$ cat src/rtl/core/mlfq_pkg.sv
// shared constants, types and codes of the feedback queue scheduler
`default_nettype none
package mlfq_pkg;

   localparam int THREADS          = 16;
   localparam int LEVELS           = 3;
   localparam int TID_W            = 4;
   localparam int IDX_W            = $clog2(THREADS);
   localparam int CNT_W            = $clog2(THREADS + 1);
   localparam int LVL_W            = 2;
   localparam int BUD_W            = 9;
   localparam int QNT_W            = 8;
   localparam int FUNC_W           = 2;
   localparam int CSR_IDX_W        = 2;
   localparam int PROMO_THRESHOLD  = 2;

   localparam logic [FUNC_W-1:0] FUNC_PUSH = 2'd0;
   localparam logic [FUNC_W-1:0] FUNC_POP  = 2'd1;
   localparam logic [FUNC_W-1:0] FUNC_TICK = 2'd2;
   localparam logic [FUNC_W-1:0] FUNC_EXIT = 2'd3;

   localparam logic [CSR_IDX_W-1:0] CSR_QUANTUM0 = 2'd0;
   localparam logic [CSR_IDX_W-1:0] CSR_QUANTUM1 = 2'd1;
   localparam logic [CSR_IDX_W-1:0] CSR_PERIOD   = 2'd2;

   localparam logic [LVL_W-1:0] LVL_TOP    = 2'd0;
   localparam logic [LVL_W-1:0] LVL_MID    = 2'd1;
   localparam logic [LVL_W-1:0] LVL_BOTTOM = 2'd2;

   typedef struct packed {
      logic              valid;
      logic [TID_W-1:0]  tid;
      logic [LVL_W-1:0]  lvl;
   } entry_type;

   typedef struct packed {
      logic              by_level;
      logic [TID_W-1:0]  key_tid;
      logic [LVL_W-1:0]  key_lvl;
      logic              remove;
      logic              append;
      logic [IDX_W-1:0]  tail;
      entry_type         new_entry;
   } chain_ctl_type;

   typedef struct packed {
      logic              found;
      entry_type         hit_entry;
      logic [LEVELS-1:0] level_busy;
   } chain_stat_type;

endpackage
`default_nettype wire

$ cat src/rtl/core/mlfq_cell.sv
// one queue slot of the ordered thread chain
`default_nettype none
module mlfq_cell (
   input  wire                              clock,
   input  wire                              reset,
   input  mlfq_pkg::chain_ctl_type          ctl,
   input  wire [mlfq_pkg::IDX_W-1:0]        cell_index,
   input  mlfq_pkg::entry_type              right_entry,
   input  wire                              seen_in,
   output logic                             seen_out,
   output logic                             hit,
   output mlfq_pkg::entry_type              entry
);
   import mlfq_pkg::*;

   entry_type entry_ff;
   entry_type entry_in;
   logic      key_match;

   always_comb begin
      key_match = ctl.by_level ? (entry_ff.lvl == ctl.key_lvl) : (entry_ff.tid == ctl.key_tid);
      hit       = entry_ff.valid && !seen_in && key_match;
      seen_out  = seen_in || hit;
   end

   always_comb begin
      entry_in = entry_ff;
      if (ctl.remove && seen_out) begin
         entry_in = right_entry;
      end
      if (ctl.append && (cell_index == ctl.tail)) begin
         entry_in = ctl.new_entry;
      end
   end

   always_ff @(posedge clock) begin
      if (reset) begin
         entry_ff <= '0;
      end else begin
         entry_ff <= entry_in;
      end
   end

   assign entry = entry_ff;
endmodule
`default_nettype wire

$ cat src/rtl/core/mlfq_chain.sv
// row of queue slots with search, removal and tail append
`default_nettype none
module mlfq_chain (
   input  wire                        clock,
   input  wire                        reset,
   input  mlfq_pkg::chain_ctl_type    ctl,
   output mlfq_pkg::chain_stat_type   stat
);
   import mlfq_pkg::*;

   entry_type           entries [THREADS];
   entry_type           rights  [THREADS];
   logic [THREADS:0]    seen;
   logic [THREADS-1:0]  hits;

   assign seen[0] = 1'b0;

   for (genvar i = 0; i < THREADS; i++) begin : g_cell
      if (i == THREADS - 1) begin : g_last
         assign rights[i] = '0;
      end else begin : g_mid
         assign rights[i] = entries[i+1];
      end
      mlfq_cell u_cell (
         .clock       (clock),
         .reset       (reset),
         .ctl         (ctl),
         .cell_index  (IDX_W'(i)),
         .right_entry (rights[i]),
         .seen_in     (seen[i]),
         .seen_out    (seen[i+1]),
         .hit         (hits[i]),
         .entry       (entries[i])
      );
   end

   always_comb begin
      stat = '0;
      stat.found = seen[THREADS];
      for (int i = 0; i < THREADS; i++) begin
         if (hits[i]) begin
            stat.hit_entry = stat.hit_entry | entries[i];
         end
         for (int k = 0; k < LEVELS; k++) begin
            if (entries[i].valid && (entries[i].lvl == LVL_W'(k))) begin
               stat.level_busy[k] = 1'b1;
            end
         end
      end
   end
endmodule
`default_nettype wire
$ cat config.mk
export PLATFORM = sky130hd
export DESIGN_NAME = mlfq_chain
export DESIGN_NICKNAME = d
export VERILOG_FILES = /design/src/rtl/core/mlfq_pkg.sv /design/src/rtl/core/mlfq_cell.sv /design/src/rtl/core/mlfq_chain.sv
export SDC_FILE = /design/constraint.sdc
export NUM_CORES = 1
export LEC_CHECK = 0
export ABC_CLOCK_PERIOD_IN_PS = 6900
export BUFFER_PORTS_ARGS = -buffer_cell sky130_fd_sc_hd__buf_4
export CAP_MARGIN = 5
export CORE_UTILIZATION = 45
export CTS_BUF_LIST = sky130_fd_sc_hd__clkbuf_8 sky130_fd_sc_hd__clkbuf_16
export CTS_CLUSTER_DIAMETER = 120
export DETAILED_ROUTE_END_ITERATION = 8
export PLACE_DENSITY = 0.66
export SYNTH_ARGS = -nofsm -noshare
export SYNTH_HDL_FRONTEND = slang
export SYNTH_SLANG_ARGS = --single-unit
$ cat constraint.sdc
create_clock -name clock -period 6.9 [get_ports clock]
set_input_delay 1.38 -clock clock [delete_from_list [all_inputs] [get_ports clock]]
set_output_delay 1.38 -clock clock [all_outputs]
set_load 0.01 [all_outputs]
==> results of run 1 <==
-- per-layer routing --
metal / GRT usage (%) / vias up
met5: 0 / -
met4: 13.54 / 0
met3: 5.172 / 64
met2: 46.66 / 330
met1: 40.59 / 3495
li1: - / 3433
-- worst max-delay path: stages --
cell	delay (ps)
buf_4	310
xor2_1	320
o41ai_4	160
or3_1	540
or4_4	650
nor3b_1	590
a22oi_1	190
nand3_1	150
buf_4	130
-- power by group --
part           internal [W]  switching [W]
logic             0.0000854       0.000128
registers          0.000669      0.0000472
clock network      0.000253       0.000251
-- stage by stage --
stage | setup WS (ps) | utilization [%] | hold WS, ps
6_report | 1079 | 49.15 | 560.3
3_3_place_gp | 1175 | 47.50 | 545.2
4_1_cts | 1147 | 49.15 | 560.7
5_1_grt | 922.4 | 49.15 | 589.1
2_1_floorplan | 1655 | - | 490.7
3_5_place_dp | 1152 | 47.50 | 548.3
-- kinds of logic after synthesis --
kind of cell,count (synthesis)
simple gates,364
compound gates,211
flops,112
xor+xnor,96
mux,89
buf+inv,80
-- final cells by class --
type / count / area [um2]
clock buffer: 10 / 239.0
multi-input combinational: 760 / 5102
sequential: 112 / 2242
clock inverter: 6 / 36.28
timing repair buffer: 35 / 262.8
tap: 220 / 275.3
fill: 1621 / 8462
inverter: 6 / 22.52
-- cell usage in the layout, fill, tap and decap left out, types with 4 or more instances in the layout --
cell type	synthesis	final
a211oi_1	82	82
a21oi_1	8	8
a221oi_1	12	12
a22o_1	18	18
a22oi_1	15	15
a311oi_1	14	14
a31oi_1	8	8
and3_1	4	4
and4_1	6	6
buf_4	13	35
clkbuf_16	0	9
dfxtp_1	112	112
inv_1	6	8
mux2i_1	89	89
nand2_1	81	81
nand2b_1	6	6
nand3_1	35	35
nand3b_1	24	24
nand4_1	12	12
nor2_1	129	129
nor2b_1	6	6
nor3_1	23	23
nor3b_1	15	15
nor4_1	8	8
o21a_1	5	5
o21ai_0	19	19
o21ai_1	6	6
o22ai_1	6	6
or3_1	4	4
xnor2_1	63	63
xor2_1	33	33
-- path summary, 6_finish.rpt --
kind                                      to  cells after the start                        from  slack, ps
hold reg to reg   g_cell[10].u_cell.entry[4]                      2  g_cell[10].u_cell.entry[4]        560
setup reg to reg  g_cell[11].u_cell.entry[2]                      8   g_cell[1].u_cell.entry[5]       3640
setup / recovery                     stat[8]                      9                     ctl[16]       1080
hold / removal    g_cell[10].u_cell.entry[4]                      2  g_cell[10].u_cell.entry[4]        560
==> metrics.txt, run 1 <==
Routed Antenna Nets=0; overall routing resource usage=30.06%; Core Region=16640 um2; wire length on met3=1806 um; met2 WL=11730 um; synth warn=0; crit-path max FO=17; # placed instances=1133; 1st-iter DRT viols=691; Pre-Repair DR Iteration Count=5; DP HPWL=18330 um; clk_lat worst skew=370 ps; I/O pin count=33; area delta synth->final=6.119%; post-synthesis xor/xnor area fraction=10.91%; Synth Area in Simple Gates=22.92%; unrepaired setup endpoints after global routing=false; Unique masters post-synth=55; register bit total from synthesis=112; largest family of logic cells by synthesized area=simple AND/OR/NAND/NOR gates; FFs w/ async S/R, synth=0%; Pwr Total=0.001434 W; ys flop type=dfxtp_1; Routed WL=26140 um; Top Metal Used=met4; vias per cell=6.372; CTS tree=yes; Final Hold Fails=0; Row Count=47; post-synthesis net count=974; Die Area=17660 um2; vias in the first global route=6741; Via Count=7322; total grt overflow=0; Max-Cap Viols=0; hold buffers post-CTS=0; FMAX=0.1718 GHz; Clock transition at path regs=70 ps; layout cell share with drive strength beyond 1=6.459%; Design Area, Final=8180 um2; mux cell area share after synthesis=11.56%; CTS Sinks=112; initial antenna violation count=0; Syn Inst Count=952; worst hold path type=register to register; Slew Limit Headroom=20.25%; crit start category=primary input; CTS Buf Count=9; DR WL/cell=22.75 um; Post-synth EDFFs=0; drt drc=0; Cell Count, Final, Fillers Out=1149; port bufs=32; Synth Area in Compound Gates=20.81%; crit path kind=primary input to primary output; Nets=946; Worst Setup End Kind=primary output; Final period util=84.36%; setup tns final=0 ps; H-Tree Depth=3; status=complete, no violations; Slew @ Worst Pin=1192 ps; post-CTS setup buffer count=0; Synth Area in Adders=0%; met1 wire length=11640 um; die width=132.9 um; main area contributors after synthesis=dfxtp_1 29%, mux2i_1 12%, a211oi_1 8.0%; Seq/Total Area, Yosys=29.09%; Post-CTS Resized=0; Max IR drop VDD=0.0001080 V; leakage power=2.962 nW; Root Driver=clkbuf_16; fin crit period=5821 ps; Initial Util=46.32%; count leader, synth=nor2_1; Syn Area/Cell=8.097 um2; first-pass GRT wire length=40590 um; Chip Height=132.9 um; P per Cell Area=175.4 nW/um2; CP required=5520 ps; post-synth top area share=29.09%; Cell Area, Placed=7905 um2; area leader, netlist=dfxtp_1; Final Wtd Congestion=0.9704; Final setup viols=0; mapped cell area=7709 um2; Max Slew Vio Count=0; Critical Path AT=4440 ps; pin count of the biggest net entering global routing=57; # diodes=0; Largest register FFs=112; list of most frequent post-synthesis cells=129 x nor2_1, 112 x dfxtp_1, 89 x mux2i_1; Worst Clk Skew=10.97 ps; CTS max path bufs=2
Power figures use the tool's default switching activity.
==> run 2: changes to the inputs <==
--- a/config.mk
+++ b/config.mk
@@ -5,7 +5,8 @@
 export SDC_FILE = /design/constraint.sdc
 export NUM_CORES = 1
 export LEC_CHECK = 0
-export ABC_CLOCK_PERIOD_IN_PS = 6900
+export ABC_AREA = 1
+export ABC_CLOCK_PERIOD_IN_PS = 5900
 export BUFFER_PORTS_ARGS = -buffer_cell sky130_fd_sc_hd__buf_4
 export CAP_MARGIN = 5
 export CORE_UTILIZATION = 45
==> constraint.sdc (replaced) <==
create_clock -name clock -period 5.9 [get_ports clock]
set_input_delay 1.18 -clock clock [delete_from_list [all_inputs] [get_ports clock]]
set_output_delay 1.18 -clock clock [all_outputs]
set_load 0.01 [all_outputs]
==> metrics.txt, run 2 <==
first-pass GRT wire length=45140 um (was 40590 um); Routed WL=28860 um (was 26140 um); unrepaired setup endpoints after global routing=false (unchanged); Largest register FFs=112 (unchanged); Nets=1282 (was 946); area leader, netlist=dfxtp_1 (unchanged); Worst Setup End Kind=primary output (unchanged); setup ws final=511.6 ps (was 1079 ps); FMAX=0.1856 GHz; Placement Setup Slack=614.1 ps (was 1152 ps); Via Count=8597 (was 7322); Pre-Repair DR Iteration Count=5 (unchanged); worst hold start=g_cell[12].u_cell.entry[6] (was g_cell[10].u_cell.entry[4]); post-CTS setup buffer count=0 (unchanged); hold buffers post-CTS=0 (unchanged); total grt overflow=0 (unchanged); status=complete, no violations (unchanged); DR WL/cell=19.40 um (was 22.75 um); Critical Path AT=4210 ps (was 4440 ps); crit-path max FO=18 (was 17); setup slack, reg-to-reg=3170 ps (was 3640 ps); crit path kind=primary input to primary output (unchanged); drt drc=0 (unchanged); Syn Inst Count=1271 (was 952); I/O pin count=33 (unchanged); ys flop type=dfxtp_1 (unchanged); CTS max path bufs=2 (unchanged); FFs w/ async S/R, synth=0% (unchanged); count leader, synth=nand2_1 (was nor2_1); Post-CTS Resized=0 (unchanged); die width=134.5 um (was 132.9 um); leakage power=3.327 nW (was 2.962 nW); Root Driver=clkbuf_16 (unchanged); H-Tree Depth=3 (unchanged); initial antenna violation count=0 (unchanged); # diodes=0 (unchanged); Final Hold Fails=0 (unchanged); post-synth top area share=28.38% (was 29.09%); Most common cell on crit path=nor2_1 (was buf_4); area delta synth->final=7.064% (was 6.119%); setup tns final=0 ps (unchanged); P per Cell Area=265.8 nW/um2 (was 175.4 nW/um2); Fillers=1849 (was 1621); crit start category=primary input (unchanged); crit path from=ctl[13] (was ctl[16]); CP required=4720 ps (was 5520 ps); Worst Clk Skew=10.33 ps (was 10.97 ps); synth warn=0 (unchanged); port bufs=32 (unchanged); mapped cell area=7900 um2 (was 7709 um2); clk_lat worst skew=370 ps (about the same); footprint of the multi-input gates=4865 um2 (was 5102 um2); DP HPWL=20320 um (was 18330 um); fin crit period=5388 ps; Routed Antenna Nets=0 (unchanged); Max Slew Vio Count=0 (unchanged); Chip Height=134.5 um (was 132.9 um); Slew @ Worst Pin=1281 ps (was 1192 ps); most frequent cells in the layout=267 x nand2_1, 167 x nor2_1, 127 x o21ai_0, 121 x inv_1, 112 x dfxtp_1 (was 129 x nor2_1, 112 x dfxtp_1, 89 x mux2i_1, 82 x a211oi_1, 81 x nand2_1); Worst Setup EP=stat[7] (was stat[8]); Final period util=91.33%; Unique masters post-synth=41 (was 55); Clock transition at path regs=70 ps (about the same); Syn Area/Cell=6.216 um2 (was 8.097 um2); CTS Sinks=112 (unchanged); R2R cell count=19 (was 8); commonest non-fill, non-tap cell in the layout=nand2_1 (was nor2_1); CTS tree=yes (unchanged); Max-Cap Viols=0 (unchanged); Post-synth EDFFs=0 (unchanged); pin count of the biggest net entering global routing=98 (was 57); 1st-iter DRT viols=841 (was 691); sequential cell area=2242 um2 (unchanged); Max IR drop VDD=0.0002356 V (was 0.0001080 V); CTS Buf Count=9 (unchanged); vias in the first global route=7775 (was 6741); post-synthesis net count=1293 (was 974); vias per cell=5.778 (was 6.372); Reg-to-Reg End=g_cell[13].u_cell.entry[0] (was g_cell[11].u_cell.entry[2]); CP cell instances=buf_4 -> inv_2 -> nand2_1 -> nand2_1 -> nor2_1 -> nor2_1 -> nor2_1 -> nand2_2 -> nand3_1 -> nor2_1 -> nand2_1 -> nor2_1 -> nor3_1 -> nand3_1 -> nor2_1 -> nand3_1 -> nor2_1 -> nand3_1 -> nor2_1 -> nand3_1 -> buf_4 (was buf_4 -> xor2_1 -> o41ai_4 -> or3_1 -> or4_4 -> nor3b_1 -> a22oi_1 -> nand3_1 -> buf_4); Final setup viols=0 (unchanged); list of most frequent post-synthesis cells=267 x nand2_1, 167 x nor2_1, 127 x o21ai_0 (was 129 x nor2_1, 112 x dfxtp_1, 89 x mux2i_1); Core Region=17240 um2 (was 16640 um2); Initial Util=45.83% (was 46.32%); R2R Path Start=g_cell[3].u_cell.entry[0] (was g_cell[1].u_cell.entry[5]); Row Count=48 (was 47); Max stage delay on crit path=340 ps (was 650 ps); Final Wtd Congestion=0.9904 (was 0.9704); overall routing resource usage=32.85% (was 30.06%); Slew Limit Headroom=13.73% (was 20.25%); main area contributors after synthesis=dfxtp_1 28%, nand2_1 13%, o21ai_0 8.0% (was dfxtp_1 29%, mux2i_1 12%, a211oi_1 8.0%); register bit total from synthesis=112 (unchanged); Seq/Total Area, Yosys=28.38% (was 29.09%); Worst path slowest cell=buf_4 (was or4_4); layout cell share with drive strength beyond 1=6.492% (was 6.459%); worst hold path type=register to register (unchanged); Die Area=18090 um2 (was 17660 um2)
-- run 2: worst max-delay path: cells and delay by family --
kind                   cells  cell delay (ps)
AND/OR/NAND/NOR           18             2380
buffers and inverters      3              600
-- run 2: cell type report --
class                      instances  area share, %
tap                              225          3.328
sequential                       112          26.51
clock inverter                     3         0.5030
clock buffer                      11          2.988
multi-input combinational        969          57.51
inverter                         129          5.725
timing repair buffer              39          3.432
-- run 2: kinds of logic after synthesis --
family	Yosys count	synth area share (%)
compound gates	304	21.57
xor+xnor	60	6.652
buf+inv	190	10.04
flops	112	28.38
simple gates	605	33.35
-- run 2: through the flow --
step / power, W / hold WS, ps / util, % / area (um2) / cells
final: 0.002248 / 531.7 / 49.07 / 8458 / 1488
after global placement: 0.001606 / 518.8 / 47.33 / 8158 / 1473
after detailed placement: 0.001606 / 516.6 / 47.33 / 8158 / 1473
after global routing: 0.002359 / 554.4 / 49.07 / 8458 / 1488
after CTS: 0.002241 / 527.3 / 49.04 / 8453 / 1487
after floorplan: 0.001403 / 457.2 / - / 7900 / 1271
-- run 2: worst min-delay path by stage --
stage | to | slack, ps | cells past startpoint
after global placement | g_cell[11].u_cell.entry[6] | 520 | 2
after global routing | g_cell[11].u_cell.entry[6] | 550 | 2
final | g_cell[11].u_cell.entry[6] | 530 | 2
after floorplan | g_cell[11].u_cell.entry[6] | 460 | 2
after detailed placement | g_cell[11].u_cell.entry[6] | 520 | 2
after CTS | g_cell[11].u_cell.entry[6] | 530 | 2
-- run 2: where the power goes --
| group | switching, W | internal, W | leakage, nW |
|---|---|---|---|
| clock network | 0.000290 | 0.000349 | 0.149 |
| registers | 0.000136 | 0.000842 | 0.913 |
| logic | 0.000408 | 0.000224 | 2.27 |
-- run 2: metal layers --
layer | GRT usage, % | part of all wire (%)
met1 | 45.01 | 44
met2 | 50.00 | 43
met3 | 6.119 | 9.1
met4 | 14.86 | 4.1
met5 | 0 | 0
==> run 3: changes to the inputs <==
--- a/config.mk
+++ b/config.mk
@@ -9,6 +9,7 @@
 export ABC_CLOCK_PERIOD_IN_PS = 5900
 export BUFFER_PORTS_ARGS = -buffer_cell sky130_fd_sc_hd__buf_4
 export CAP_MARGIN = 5
+export CORE_ASPECT_RATIO = 1.25
 export CORE_UTILIZATION = 45
 export CTS_BUF_LIST = sky130_fd_sc_hd__clkbuf_8 sky130_fd_sc_hd__clkbuf_16
 export CTS_CLUSTER_DIAMETER = 120
==> metrics.txt, run 3 (synthesized netlist as in run 2, its figures left out) <==
Largest register FFs=112 (unchanged); setup tns final=0 ps (unchanged); Routed WL=29110 um (was 28860 um); crit path kind=primary input to primary output (unchanged); Post-CTS Resized=0 (unchanged); status=complete, no violations (unchanged); vias per cell=5.949 (was 5.778); Root Driver=clkbuf_16 (unchanged); Fillers=1860 (was 1849); Final Hold Fails=0 (unchanged); grt peak-use layer=met2 (unchanged); Final Core Density=49.79% (was 49.07%); # diodes=0 (unchanged); Row Count=53 (was 48); Pre-Repair DR Iteration Count=8 (was 5); CP required=4720 ps (about the same); Slew Limit Headroom=16.48% (was 13.73%); Max Slew Vio Count=0 (unchanged); CTS tree=yes (unchanged); overall routing resource usage=32.80% (was 32.85%); Nets=1282 (unchanged); FMAX=0.1858 GHz (was 0.1856 GHz); H-Tree Depth=3 (unchanged); clk_lat worst skew=370 ps (about the same); Via Count=8829 (was 8597); CTS max path bufs=2 (unchanged); Initial Util=46.54% (was 45.83%); leakage power=3.320 nW (was 3.327 nW); Worst Setup End Kind=primary output (unchanged); Critical Path AT=4200 ps (was 4210 ps); drt drc=0 (unchanged); initial antenna violation count=0 (unchanged); Max-Cap Viols=0 (unchanged); layout cell share with drive strength beyond 1=6.646% (was 6.492%); Routed Antenna Nets=0 (unchanged); post-CTS setup buffer count=0 (unchanged); vias in the first global route=7959 (was 7775); met1 usage=40.96% (was 45.01%); Clock transition at path regs=80 ps (was 70 ps); first-pass GRT wire length=44730 um (was 45140 um); 1st-iter DRT viols=817 (was 841); area delta synth->final=7.000% (was 7.064%); I/O pin count=33 (unchanged); DR WL/cell=19.62 um (was 19.40 um); most frequent cells in the layout=267 x nand2_1, 167 x nor2_1, 127 x o21ai_0, 120 x inv_1, 112 x dfxtp_1 (was 267 x nand2_1, 167 x nor2_1, 127 x o21ai_0, 121 x inv_1, 112 x dfxtp_1); fin crit period=5382 ps (was 5388 ps); Chip Height=150.1 um (was 134.5 um); total grt overflow=0 (unchanged); crit start category=primary input (unchanged); Die Area=18090 um2 (about the same); Final Wtd Congestion=1.016 (was 0.9904); P per Cell Area=267.3 nW/um2 (was 265.8 nW/um2); Final period util=91.22% (was 91.33%); crit-path max FO=20 (was 18); worst hold path type=register to register (unchanged); port bufs=32 (unchanged); Final setup viols=0 (unchanged); pin count of the biggest net entering global routing=57 (was 98); Core Region=16980 um2 (was 17240 um2); DP HPWL=20430 um (was 20320 um); Slew @ Worst Pin=1240 ps (was 1281 ps); Max IR drop VDD=0.0001526 V (was 0.0002356 V); unrepaired setup endpoints after global routing=false (unchanged); grt met2 use=53.33% (was 50.00%); CTS Sinks=112 (unchanged); commonest non-fill, non-tap cell in the layout=nand2_1 (unchanged); hold buffers post-CTS=0 (unchanged); CTS Buf Count=9 (unchanged); die width=120.5 um (was 134.5 um); Worst Clk Skew=12.87 ps (was 10.33 ps); Pwr Total=0.002260 W (was 0.002248 W); met3 Track Usage GR=5.568% (was 6.119%)
run 3: cell types whose count changed in the layout (fill, tap and decap cells not counted), sizes merged:
cell,previous run,this run
clkinvlp,0,1
clkbuf,11,9
clkinv,1,4
inv,130,129
run 3: per-layer routing:
metal,wire [um],vias to the layer above
met5,0,-
met4,1609,0
met2,13190,477
met1,11740,4001
li1,-,4228
met3,2569,123
run 3: worst paths after layout:
check / startpoint / end / slack [ps] / cells after the start
max: ctl[19] / stat[4] / 520 / 20
min: g_cell[12].u_cell.entry[6] / g_cell[11].u_cell.entry[6] / 490 / 2
max reg2reg: g_cell[2].u_cell.entry[5] / g_cell[13].u_cell.entry[4] / 3110 / 18
min reg2reg: g_cell[12].u_cell.entry[6] / g_cell[11].u_cell.entry[6] / 490 / 2
run 3: report_power, final:
part,internal (W),total (W),switching (W),leakage [nW]
Sequential,0.000842,0.000972,0.000130,0.913
Clock,0.000331,0.000650,0.000319,0.142
Combinational,0.000225,0.000638,0.000413,2.27
Total,0.00140,0.00226,0.000862,3.32
run 3: worst max-delay path, stage by stage:
cell     delay, ps
buf_4          190
inv_1          570
nand2_1        120
nor2_1         150
nand3_2         80
nand2_2         80
nand2_4        100
nand3_1        160
nor2_1         100
nand2_1        130
nor2_1          70
nor3_1         240
nand3_1        120
nor2_1         140
nand3_1         80
nor2_1         170
nand3_1        110
nor2_1         160
nand3_1         90
buf_4          150
run 3: stage by stage:
step                      cell area [um2]  hold WS (ps)  setup slack (ps)  instances
final                                8453         491.5             518.0       1484
after global routing                 8453         525.9             303.1       1484
after CTS                            8453         499.2             644.4       1484
after detailed placement             8159         493.2             646.3       1469
after global placement               8159         490.3             684.6       1469
after floorplan                      7900         457.2              1571       1271
run 3: final cells by class:
cell class / instances / area [um2] / area share, %
multi-input cells: 969 / 4865 / 57.55
flip-flops and latches: 112 / 2242 / 26.52
inverters: 129 / 484.2 / 5.728
repair buffers: 39 / 292.8 / 3.464
well taps: 220 / 275.3 / 3.256
clock buffers: 9 / 225.2 / 2.664
clock inverters: 6 / 68.82 / 0.8141
